$ cat src/hw/rtl/wsf_pkg.sv
package wsf_pkg;

    // Default sensor-set limit
    localparam int DEF_MAX_SENSORS = 64;

    // Field widths
    localparam int VALUE_W  = 16;
    localparam int SCORE_W  = 16;
    localparam int STATUS_W = 2;

    // Signed value times unsigned score (score zero-extended to 17 bits)
    localparam int PROD_W = VALUE_W + SCORE_W + 1;

    // Quotient magnitude never exceeds 32768, so 17 quotient bits suffice
    localparam int QUO_W  = VALUE_W + 1;
    localparam int DCNT_W = $clog2(QUO_W);
    localparam logic [QUO_W-1:0] QUO_LIM = QUO_W'(32768);

    typedef enum logic [STATUS_W-1:0] {
        ST_OK       = 2'd0,
        ST_NO_VALID = 2'd1,
        ST_ZERO_SUM = 2'd2,
        ST_TOO_MANY = 2'd3
    } status_t;

    typedef enum logic [2:0] {
        S_IDLE,
        S_ACC,
        S_CHECK,
        S_DIV,
        S_DONE
    } state_t;

    // Controller -> datapath
    typedef struct packed {
        logic in_ready;
        logic capture;
        logic accum;
        logic div_load;
        logic div_step;
        logic emit_special;
        logic emit_div;
    } wsf_cmd_t;

    // Datapath -> controller
    typedef struct packed {
        logic in_valid;
        logic last;
        logic special;
        logic div_last;
        logic out_free;
    } wsf_sts_t;

endpackage

$ cat src/hw/rtl/wsf_if.sv
interface wsf_in_if;
    logic               valid;
    logic               ready;
    logic signed [15:0] sensor_value;
    logic        [15:0] score;
    logic               discard;
    logic               last_sensor;

    modport source (
        output valid, sensor_value, score, discard, last_sensor,
        input  ready
    );
    modport sink (
        input  valid, sensor_value, score, discard, last_sensor,
        output ready
    );
endinterface

interface wsf_out_if;
    logic               valid;
    logic               ready;
    logic signed [15:0] fused_value;
    logic        [1:0]  status;

    modport source (
        output valid, fused_value, status,
        input  ready
    );
    modport sink (
        input  valid, fused_value, status,
        output ready
    );
endinterface

$ cat src/hw/rtl/wsf_datapath.sv
module wsf_datapath #(
    parameter int MAX_SENSORS = wsf_pkg::DEF_MAX_SENSORS
) (
    input  logic              clk,
    input  logic              rst_n,
    wsf_in_if.sink            sample,
    wsf_out_if.source         result,
    input  wsf_pkg::wsf_cmd_t cmd,
    output wsf_pkg::wsf_sts_t sts
);
    import wsf_pkg::*;

    localparam int CW     = $clog2(MAX_SENSORS + 1);
    localparam int IW     = $clog2(MAX_SENSORS + 2);
    localparam int SUM_W  = SCORE_W + CW;
    localparam int WSUM_W = PROD_W + CW;
    localparam logic [IW-1:0] MAX_CNT = IW'(MAX_SENSORS);

    // Captured item
    logic signed [PROD_W-1:0]  prod_reg, prod_next;
    logic        [SCORE_W-1:0] score_cap_reg;
    logic                      discard_reg;
    logic                      last_reg, last_next;

    // Set accumulators
    logic        [IW-1:0]      item_cnt_reg, item_cnt_next;
    logic        [CW-1:0]      valid_cnt_reg, valid_cnt_next;
    logic        [SUM_W-1:0]   score_sum_reg, score_sum_next;
    logic signed [WSUM_W-1:0]  wsum_reg, wsum_next;

    // Divider
    logic        [WSUM_W-1:0]  wmag;
    logic        [SUM_W-1:0]   rem_reg, rem_next;
    logic        [QUO_W-1:0]   quo_reg, quo_next;
    logic        [DCNT_W-1:0]  div_cnt_reg, div_cnt_next;
    logic                      neg_reg, neg_next;
    logic        [SUM_W:0]     trial;
    logic                      trial_ge;
    logic        [QUO_W-1:0]   quo_signed;

    // Output register
    logic                      out_valid_reg, out_valid_next;
    logic signed [VALUE_W-1:0] fused_reg, fused_next;
    logic        [STATUS_W-1:0] status_reg, status_next;

    status_t                   code;
    logic                      emit;
    logic                      out_free;

    assign emit     = cmd.emit_special || cmd.emit_div;
    assign out_free = !out_valid_reg || result.ready;

    // Input capture and product
    assign prod_next = cmd.capture
                     ? sample.sensor_value * $signed({1'b0, sample.score})
                     : prod_reg;
    assign last_next = cmd.capture ? sample.last_sensor : (emit ? 1'b0 : last_reg);

    always_ff @(posedge clk)
    begin
        prod_reg <= prod_next;
        if (cmd.capture)
        begin
            score_cap_reg <= sample.score;
            discard_reg   <= sample.discard;
        end
    end

    // Accumulate one reading, clear on result
    always_comb
    begin
        item_cnt_next  = item_cnt_reg;
        valid_cnt_next = valid_cnt_reg;
        score_sum_next = score_sum_reg;
        wsum_next      = wsum_reg;
        if (emit)
        begin
            item_cnt_next  = '0;
            valid_cnt_next = '0;
            score_sum_next = '0;
            wsum_next      = '0;
        end
        else if (cmd.accum)
        begin
            if (item_cnt_reg <= MAX_CNT)
                item_cnt_next = item_cnt_reg + IW'(1);
            if (item_cnt_reg < MAX_CNT && !discard_reg)
            begin
                valid_cnt_next = valid_cnt_reg + CW'(1);
                score_sum_next = score_sum_reg + SUM_W'(score_cap_reg);
                wsum_next      = wsum_reg + WSUM_W'(prod_reg);
            end
        end
    end

    // Special-case status, in order of precedence
    always_comb
    begin
        priority if (item_cnt_reg > MAX_CNT)
            code = ST_TOO_MANY;
        else if (valid_cnt_reg == '0)
            code = ST_NO_VALID;
        else if (score_sum_reg == '0)
            code = ST_ZERO_SUM;
        else
            code = ST_OK;
    end

    // Restoring divider on magnitudes, one quotient bit per cycle
    assign wmag     = wsum_reg[WSUM_W-1] ? WSUM_W'(-wsum_reg) : WSUM_W'(wsum_reg);
    assign trial    = {rem_reg, quo_reg[QUO_W-1]};
    assign trial_ge = trial >= {1'b0, score_sum_reg};

    always_comb
    begin
        rem_next     = rem_reg;
        quo_next     = quo_reg;
        div_cnt_next = div_cnt_reg;
        neg_next     = neg_reg;
        if (cmd.div_load)
        begin
            rem_next     = SUM_W'(wmag >> QUO_W);
            quo_next     = wmag[QUO_W-1:0];
            div_cnt_next = '0;
            neg_next     = wsum_reg[WSUM_W-1];
        end
        else if (cmd.div_step)
        begin
            rem_next     = trial_ge ? SUM_W'(trial - {1'b0, score_sum_reg})
                                    : SUM_W'(trial);
            quo_next     = {quo_reg[QUO_W-2:0], trial_ge};
            div_cnt_next = div_cnt_reg + DCNT_W'(1);
        end
    end

    assign quo_signed = neg_reg ? QUO_W'(-quo_reg) : quo_reg;

    // Output register
    always_comb
    begin
        out_valid_next = out_valid_reg;
        fused_next     = fused_reg;
        status_next    = status_reg;
        if (cmd.emit_special)
        begin
            out_valid_next = 1'b1;
            fused_next     = '0;
            status_next    = code;
        end
        else if (cmd.emit_div)
        begin
            out_valid_next = 1'b1;
            fused_next     = $signed(quo_signed[VALUE_W-1:0]);
            status_next    = ST_OK;
        end
        else if (result.ready)
        begin
            out_valid_next = 1'b0;
        end
    end

    always_ff @(posedge clk)
    begin
        rem_reg     <= rem_next;
        quo_reg     <= quo_next;
        div_cnt_reg <= div_cnt_next;
        neg_reg     <= neg_next;
        fused_reg   <= fused_next;
        status_reg  <= status_next;
    end

    always_ff @(posedge clk or negedge rst_n)
    begin
        if (!rst_n)
        begin
            last_reg      <= 1'b0;
            item_cnt_reg  <= '0;
            valid_cnt_reg <= '0;
            score_sum_reg <= '0;
            wsum_reg      <= '0;
            out_valid_reg <= 1'b0;
        end
        else
        begin
            last_reg      <= last_next;
            item_cnt_reg  <= item_cnt_next;
            valid_cnt_reg <= valid_cnt_next;
            score_sum_reg <= score_sum_next;
            wsum_reg      <= wsum_next;
            out_valid_reg <= out_valid_next;
        end
    end

    // Ports and status
    assign sample.ready       = cmd.in_ready;
    assign result.valid       = out_valid_reg;
    assign result.fused_value = fused_reg;
    assign result.status      = status_reg;

    assign sts.in_valid = sample.valid;
    assign sts.last     = last_reg;
    assign sts.special  = (code != ST_OK);
    assign sts.div_last = (div_cnt_reg == DCNT_W'(QUO_W - 1));
    assign sts.out_free = out_free;

    // Never overwrite a result that is still waiting
    a_emit_free: assert property (@(posedge clk) disable iff (!rst_n)
        emit |-> out_free)
        else $error("result emitted over a pending transfer");

    // Set state is cleared after every result
    a_clear: assert property (@(posedge clk) disable iff (!rst_n)
        emit |=> (item_cnt_reg == '0 && valid_cnt_reg == '0 && score_sum_reg == '0))
        else $error("set not cleared after result");

    // Division only starts on a regular set
    a_div_ok: assert property (@(posedge clk) disable iff (!rst_n)
        cmd.div_load |-> (item_cnt_reg <= MAX_CNT && valid_cnt_reg != '0
                          && score_sum_reg != '0))
        else $error("division started on a special set");

    // Weighted mean stays within the signed 16-bit range
    a_quo_range: assert property (@(posedge clk) disable iff (!rst_n)
        cmd.emit_div |-> (neg_reg ? (quo_reg <= QUO_LIM) : (quo_reg < QUO_LIM)))
        else $error("quotient out of range");

endmodule

$ cat src/hw/rtl/wsf_ctrl.sv
module wsf_ctrl (
    input  logic              clk,
    input  logic              rst_n,
    input  wsf_pkg::wsf_sts_t sts,
    output wsf_pkg::wsf_cmd_t cmd
);
    import wsf_pkg::*;

    state_t state_reg, state_next;

    // Next state
    always_comb
    begin
        state_next = state_reg;
        unique case (state_reg)
            S_IDLE:
                if (sts.in_valid)
                    state_next = S_ACC;
            S_ACC:
                state_next = sts.last ? S_CHECK : S_IDLE;
            S_CHECK:
                if (!sts.special)
                    state_next = S_DIV;
                else if (sts.out_free)
                    state_next = S_IDLE;
            S_DIV:
                if (sts.div_last)
                    state_next = S_DONE;
            S_DONE:
                if (sts.out_free)
                    state_next = S_IDLE;
            default:
                state_next = S_IDLE;
        endcase
    end

    // Commands
    always_comb
    begin
        cmd = '0;
        unique case (state_reg)
            S_IDLE:
            begin
                cmd.in_ready = 1'b1;
                cmd.capture  = sts.in_valid;
            end
            S_ACC:
                cmd.accum = 1'b1;
            S_CHECK:
            begin
                cmd.div_load     = !sts.special;
                cmd.emit_special = sts.special && sts.out_free;
            end
            S_DIV:
                cmd.div_step = 1'b1;
            S_DONE:
                cmd.emit_div = sts.out_free;
            default:
                cmd = '0;
        endcase
    end

    always_ff @(posedge clk or negedge rst_n)
    begin
        if (!rst_n)
            state_reg <= S_IDLE;
        else
            state_reg <= state_next;
    end

    // Only one input transfer in flight
    a_one_item: assert property (@(posedge clk) disable iff (!rst_n)
        cmd.capture |=> (state_reg == S_ACC && !cmd.in_ready))
        else $error("input taken while item in flight");

    // A last item always reaches the result decision
    a_last_check: assert property (@(posedge clk) disable iff (!rst_n)
        (state_reg == S_ACC && sts.last) |=> state_reg == S_CHECK)
        else $error("last item skipped result decision");

    // Division runs to completion before emitting
    a_div_done: assert property (@(posedge clk) disable iff (!rst_n)
        (state_reg == S_DIV && !sts.div_last) |=> state_reg == S_DIV)
        else $error("division left early");

endmodule

$ cat src/hw/rtl/weighted_sensor_fusion.sv
// A reading that is not last is captured (S_IDLE) and then accumulated (S_ACC).
// A last reading then reaches the result decision (S_CHECK), which emits a special
// status or loads the 17-step serial divider (S_DIV), whose result goes out from S_DONE.
// The next reading is taken only once the previous one is accumulated; after a last
// reading, only once its result is emitted, which waits while an earlier result is pending.
// Reset (rst_n low, asynchronous) clears the set sums and counts and the output valid.
module weighted_sensor_fusion #(
    parameter int MAX_SENSORS = wsf_pkg::DEF_MAX_SENSORS
) (
    input  logic      clk,
    input  logic      rst_n,
    wsf_in_if.sink    sample,
    wsf_out_if.source result
);
    import wsf_pkg::*;

    wsf_cmd_t cmd;
    wsf_sts_t sts;

    wsf_ctrl u_ctrl (
        .clk   (clk),
        .rst_n (rst_n),
        .sts   (sts),
        .cmd   (cmd)
    );

    wsf_datapath #(
        .MAX_SENSORS (MAX_SENSORS)
    ) u_datapath (
        .clk    (clk),
        .rst_n  (rst_n),
        .sample (sample),
        .result (result),
        .cmd    (cmd),
        .sts    (sts)
    );

endmodule

$ cat src/flat_wrapper.sv
// flat-port wrapper written by rule: the top's interface ports become plain ports
module weighted_sensor_fusion_flat import wsf_pkg::*;
#(
    parameter int MAX_SENSORS = wsf_pkg::DEF_MAX_SENSORS
)
  (clk, rst_n, sample_valid, sample_sensor_value, sample_score, sample_discard, sample_last_sensor, sample_ready, result_valid, result_fused_value, result_status, result_ready);
  wsf_in_if sample_i ();
  wsf_out_if result_i ();
  input  logic clk;
  input  logic rst_n;
  input wire logic [$bits(sample_i.valid)-1:0] sample_valid;
  input wire logic [$bits(sample_i.sensor_value)-1:0] sample_sensor_value;
  input wire logic [$bits(sample_i.score)-1:0] sample_score;
  input wire logic [$bits(sample_i.discard)-1:0] sample_discard;
  input wire logic [$bits(sample_i.last_sensor)-1:0] sample_last_sensor;
  output wire logic [$bits(sample_i.ready)-1:0] sample_ready;
  output wire logic [$bits(result_i.valid)-1:0] result_valid;
  output wire logic [$bits(result_i.fused_value)-1:0] result_fused_value;
  output wire logic [$bits(result_i.status)-1:0] result_status;
  input wire logic [$bits(result_i.ready)-1:0] result_ready;
  assign sample_i.valid = sample_valid;
  assign sample_i.sensor_value = sample_sensor_value;
  assign sample_i.score = sample_score;
  assign sample_i.discard = sample_discard;
  assign sample_i.last_sensor = sample_last_sensor;
  assign sample_ready = sample_i.ready;
  assign result_valid = result_i.valid;
  assign result_fused_value = result_i.fused_value;
  assign result_status = result_i.status;
  assign result_i.ready = result_ready;
  weighted_sensor_fusion #(.MAX_SENSORS(MAX_SENSORS)) u_core (.clk(clk), .rst_n(rst_n), .sample(sample_i), .result(result_i));
endmodule
$ cat config.mk
export PLATFORM = sky130hd
export DESIGN_NAME = weighted_sensor_fusion_flat
export DESIGN_NICKNAME = d
export VERILOG_FILES = /design/src/hw/rtl/wsf_pkg.sv /design/src/hw/rtl/wsf_if.sv /design/src/hw/rtl/wsf_datapath.sv /design/src/hw/rtl/wsf_ctrl.sv /design/src/hw/rtl/weighted_sensor_fusion.sv /design/src/flat_wrapper.sv
export SDC_FILE = /design/constraint.sdc
export NUM_CORES = 1
export LEC_CHECK = 0
export BUFFER_PORTS_ARGS = -buffer_cell sky130_fd_sc_hd__buf_2
export CAP_MARGIN = 0
export CORE_MARGIN = 5
export CORE_UTILIZATION = 50
export CTS_BUF_LIST = sky130_fd_sc_hd__clkbuf_16
export DETAILED_ROUTE_END_ITERATION = 10
export HOLD_SLACK_MARGIN = 0.03
export PLACE_DENSITY = 0.66
export SLEW_MARGIN = 20
export SYNTH_ARGS = -nofsm -noshare
export SYNTH_HDL_FRONTEND = slang
export SYNTH_SLANG_ARGS = --single-unit
$ cat constraint.sdc
create_clock -name clk -period 4.4 [get_ports clk]
set_input_delay 0.44 -clock clk [delete_from_list [all_inputs] [get_ports clk]]
set_output_delay 0.44 -clock clk [all_outputs]
set_load 0.05 [all_outputs]
# After elaboration in Yosys (flattened, before gate mapping)
# Index checks and enable logic that the tools add are counted.
[op_classes] n_lt_le_gt_ge=4 muxes=41 n_addsub=8 n_eq_ne=7 mul=1 reduce_logical=21
[op_table] cell="2-to-1 mux 40 bit" count=4
[op_table] cell="2-to-1 mux 23 bit" count=6
[op_table] cell="2-to-1 mux 7 bit" count=6
[op_table] cell="adder 40 x 33 -> 40 bit" count=1
[op_table] cell="negation 40 bit" count=1
[op_table] cell="2-to-1 mux 17 bit" count=2
[op_table] cell="multiplier 16 x 17 -> 33 bit" count=1
[op_table] cell="greater-or-equal comparator 24 x 23 -> 1 bit" count=1
[op_table] cell="adder 23 x 16 -> 23 bit" count=1
[op_table] cell="zero test 23 bit" count=1
[op_table] cell="subtractor 23 bit" count=1
[op_table] cell="2-to-1 mux 16 bit" count=1
[op_table] cell="negation 16 bit" count=1
[op_table] cell="case mux 3 bit (5 select lines)" count=1
[op_table] cell="adder 7 x 1 -> 7 bit (second input constant)" count=2
[op_table] cell="2-to-1 mux 2 bit" count=7
[op_table] cell="nonzero test 2 bit" count=7
[op_table] cell="2-to-1 mux 3 bit" count=4
[op_table] cell="2-to-1 mux 1 bit" count=10
[op_table] cell="greater-than comparator 7 bit (second input constant)" count=1
[op_table] cell="<= comparator 7 bit (second input constant)" count=1
[op_table] cell="zero test 7 bit" count=1
[op_table] cell="< comparator 7 bit (second input constant)" count=1
[op_table] cell="== test 3 x 2 -> 1 bit (second input constant)" count=2
[op_table] cell="other kinds (12)" count=18
[totals] out_inout_bits=20 ff_bits=196 elab_cells=98

# Depth between registers and ports, before layout
[logic_depth] word_depth=10 mapped_depth=23

# Cells and area by module
# From an unflattened synthesis, not the netlist that was laid out.
[hier_totals] hier_cells=2394 hier_area_um2=21659.5
[modules_own_cells] module="wsf_datapath" area_per_inst_um2=21455.6 cells_each=2369 n_inst=1 seq_area_each_um2=5190.0
[modules_own_cells] module="wsf_ctrl" area_per_inst_um2=203.9 cells_each=25 n_inst=1 seq_area_each_um2=75.1

# Worst setup path after synthesis
# Ideal clock, no wire load.
[synth_path] kind="input to register" from="in sample_sensor_value[14]" to="reg u_core.u_datapath.prod_reg[28] (data pin)" path_slack_ns=-1.897 setup_ns=0.259 cell_stages=21 n_path_buf=1 arrival_ns=6.038 required_time_ns=4.141 path_cell_list="clkbuf_1 -> nand2_1 -> fa_1 -> fa_1 -> inv_1 -> fa_1 -> fa_1 -> fa_1 -> inv_1 -> fa_1 -> inv_1 -> ha_1 -> a22oi_1 -> nand2_1 -> a2111oi_0 -> nor2_1 -> a21oi_1 -> o21ai_0 -> a221o_1 -> a21oi_1 -> xnor2_1"
[synth_between] elab_chain_cells=1
[synth_lines] element="start, declared" line="flat_wrapper.sv:12" text="input wire logic [$bits(sample_i.sensor_value)-1:0] sample_sensor_value;"
[synth_lines] element="multiplier 16 x 17 -> 33 bit" line="wsf_datapath.sv:55" text="? sample.sensor_value * $signed({1'b0, sample.score})"
[synth_lines] element="end signal, assigned" line="wsf_datapath.sv:61" text="prod_reg <= prod_next;"
[synth_lines] element="end, declared" line="wsf_datapath.sv:20" text="logic signed [PROD_W-1:0] prod_reg, prod_next;"
# No other way between the ends.
# A chain may end at the register's enable or synchronous reset.

# Final worst setup path
[layout_path] from="in sample_score[5]" to="reg u_core.u_datapath.prod_reg[29] (data pin)"
[layout_between] elab_chain_cells=1
[layout_lines] element="start, declared" line="flat_wrapper.sv:13" text="input wire logic [$bits(sample_i.score)-1:0] sample_score;"
[layout_lines] element="multiplier 16 x 17 -> 33 bit" line="wsf_datapath.sv:55"
# No other way between the ends.

==> flow_metrics.env <==
export IMPL_globalRoute_totalOverflow=0
export IMPL_synth_enable_flop_cells=93
export IMPL_vias=17300
export IMPL_die_y_um=217
export IMPL_min_period_over_period_pct=125
export IMPL_synth_seq_cells=196
export IMPL_drtAntennaViolNets=0
export IMPL_place_gp_congestion=0.913
export IMPL_tightest_slew_ns=0.928
export IMPL_crit_path_max_fanout=6
export IMPL_syn_inst=2371
export IMPL_layout_min_cycle_time_ns=5.48
export IMPL_synth_simple_area_share_pct=16.8
export IMPL_die_area_um2=47100
export IMPL_outcome="finished, violations left"
export IMPL_yosys_warnings=0
export IMPL_post_route_util_pct=60.1
export IMPL_ys_types=81
export IMPL_ios=58
export IMPL_multiInputGateArea_um2=15400
export IMPL_whs_ns=0.164
export IMPL_worstPathArrival_ns=5.69
export IMPL_violations="setup timing"
export IMPL_final_cell_mix="inv_1 (286), nand2_1 (238), ha_1 (184)"
export IMPL_drive_gt1_share_pct=19.2
export IMPL_cts_root_buf="clkbuf_16"
export IMPL_worstSetupStartpointType="primary input"
export IMPL_grt_max_degree=50
export IMPL_drt_wl_total_um=52800
export IMPL_htreeDepth=4
export IMPL_drc=0
export IMPL_mostFrequentLayoutCell="inv_1"
export IMPL_mappedNetlistArea_um2=21400
export IMPL_cts_sinks=196
export IMPL_setup_ws_ns=-1.08
export IMPL_cts_tree="built"
export IMPL_yosysTopAreaCell="fa_1"
export IMPL_r2r_end="u_core.u_datapath.rem_reg[21]"
export IMPL_synth_mux_area_share_pct=0.811
export IMPL_synth_top_family_by_area="adder cells"
export IMPL_final_cells=3132
export IMPL_wire_per_inst_um=16.9
export IMPL_synthTopCellsByArea="fa_1 (18%), edfxtp_1 (13%), ha_1 (12%)"
export IMPL_core_um2=42200
export IMPL_dr_first_iter_drc_count=930
export IMPL_yosysSeqAreaShare_pct=24.6
export IMPL_ff_latch_area_um2=5270
export IMPL_layout_nets=3023
export IMPL_synth_top_area_share_pct=18.4
export IMPL_critPathCapture="u_core.u_datapath.prod_reg[29]"
export IMPL_fin_skew_ns=0.0132
export IMPL_io_buffers=57
export IMPL_slew_headroom_pct=38.2
export IMPL_path_class="in -> reg"
export IMPL_reg2reg_from="u_core.u_datapath.score_sum_reg[2]"
export IMPL_fmax_mhz=182
export IMPL_largest_register_ffs=40
export IMPL_start_util_pct=50.8
export IMPL_num_fill_cells=3616
export IMPL_async_flop_share_pct=41.8
export IMPL_end_kind="flip-flop"
export IMPL_startpoint="sample_score[5]"
export IMPL_setup_violations=22
export IMPL_routed_via_density=5.54
export IMPL_syn_area_per_cell_um2=9.04
export IMPL_synthXorXnorAreaFrac_pct=6.13
export IMPL_finalMaxSlewViolations=0
export IMPL_antenna_found_initial=1
export IMPL_placed_cells=3057
export IMPL_clk_pin_slew_ns=0.08
export IMPL_grt_pass1_vias=17700
export IMPL_grtUsageTotal_pct=22.6
export IMPL_synth_flop_cell="edfxtp_1"
export IMPL_grt_first_pass_wirelength_um=88100
export IMPL_place_hpwl_um=42200
export IMPL_numCtsBuffers=17
export IMPL_maxCapViolations=0
export IMPL_required_ns=4.61
export IMPL_num_rows=75
export IMPL_syn_num_nets=2814
export IMPL_cts_max_path_buffers=2
export IMPL_hold_viol_final=0
export IMPL_reg2reg_setup_slack_ns=0.46
export IMPL_insertion_delay_ns=0.45
export IMPL_diodes=0
export IMPL_synth_compound_gate_area_share_pct=14.0
export IMPL_synth_adder_area_share_pct=30.5
export IMPL_die_w_um=217
export IMPL_rsz0062_at_grt="true"
export IMPL_dr_pass1_iters=7
export IMPL_area_growth_pct=18.4
export IMPL_min_path_type="in -> reg"
export IMPL_reg2reg_depth=11
worst min path at each step:
stage,depth (start not counted),slack (ns),endpoint,startpoint
6_report,1,0.16,u_core.u_datapath.discard_reg,sample_discard
3_3_place_gp,1,0.48,u_core.u_ctrl.state_reg[2],rst_n
5_1_grt,1,0.14,u_core.u_datapath.discard_reg,sample_discard
4_1_cts,1,0.15,u_core.u_datapath.discard_reg,sample_discard
2_1_floorplan,0,0.14,u_core.u_ctrl.state_reg[0],rst_n
3_5_place_dp,2,0.48,u_core.u_datapath.result.fused_value[0],u_core.u_datapath.result.fused_value[0]
synth_stat cells (68+ instances only):
cell type / instances
inv_1: 312
a21oi_1: 109
o21ai_0: 141
edfxtp_1: 93
and2_1: 116
nor2_1: 135
nand2_1: 250
clkbuf_1: 68
ha_1: 208
fa_1: 197
dfrtp_1: 82
xor2_1: 87
layer usage:
| metal | part of all wire (%) | vias up | global-route usage [%] |
|---|---|---|---|
| met5 | 0 | - | 0 |
| met3 | 4.5 | 100 | 3.09 |
| li1 | - | 8417 | - |
| met2 | 49 | 425 | 38.6 |
| met4 | 3.0 | 0 | 7.52 |
| met1 | 44 | 8401 | 29.8 |
what timing repair did:
| action | 4_1_cts | 5_1_grt |
|---|---|---|
| pin swaps | 110 | 68 |
| hold buffers | 1 | 0 |
| resized for setup | 176 | 54 |
| gates cloned | 1 | 0 |
| endpoints found under the hold margin | 41 | 0 |
| setup endpoints to repair | 24 | 25 |
| buffers inserted | 35 | 11 |
critical path, stage by stage:
cell and delay [ns]:
buf_12 0.11, and2_4 0.15, fa_1 0.54, inv_2 0.04
fa_1 0.52, fa_2 0.45, fa_1 0.51, inv_1 0.05
fa_1 0.47, inv_1 0.05, fa_1 0.49, inv_2 0.04
ha_4 0.22, a21o_1 0.20, a21oi_2 0.15, o21a_1 0.17
a21boi_2 0.07, buf_4 0.15, o21ai_4 0.16, o21ai_2 0.10
a311oi_2 0.25, buf_4 0.18, o21ai_2 0.05, xor2_1 0.13
area by class of cell:
class                   count  area share [%]
multi-input cells        1778            60.6
inverters                 314            4.65
clock inverters            14           0.444
repair buffers            273            9.16
clock buffers              18            1.77
flip-flops and latches    196            20.7
well taps                 539            2.66
metrics by stage:
stage          setup TNS, ns  setup slack [ns]  cell area (µm²)
5_1_grt               -20.25             -1.27            25400
4_1_cts               -14.88             -1.03            25100
3_3_place_gp          -30.55             -1.67            23700
3_5_place_dp          -32.53             -1.79            23700
2_1_floorplan         -20.47             -1.40            21800
6_report              -15.96             -1.08            25400
cells by family (layout without fill, tap and decap cells):
kind of cell	after synthesis	in the layout
AOI/OAI and AO/OA	473	473
xor gates and xnor gates	150	150
adders and majority gates	405	405
buffers and inverters	397	619
DFF	196	196
muxes	17	17
and+or+nand+nor	733	733
Power is not shown: default switching activity piles up to over one toggle a cycle in this logic, so the estimate is an artifact.
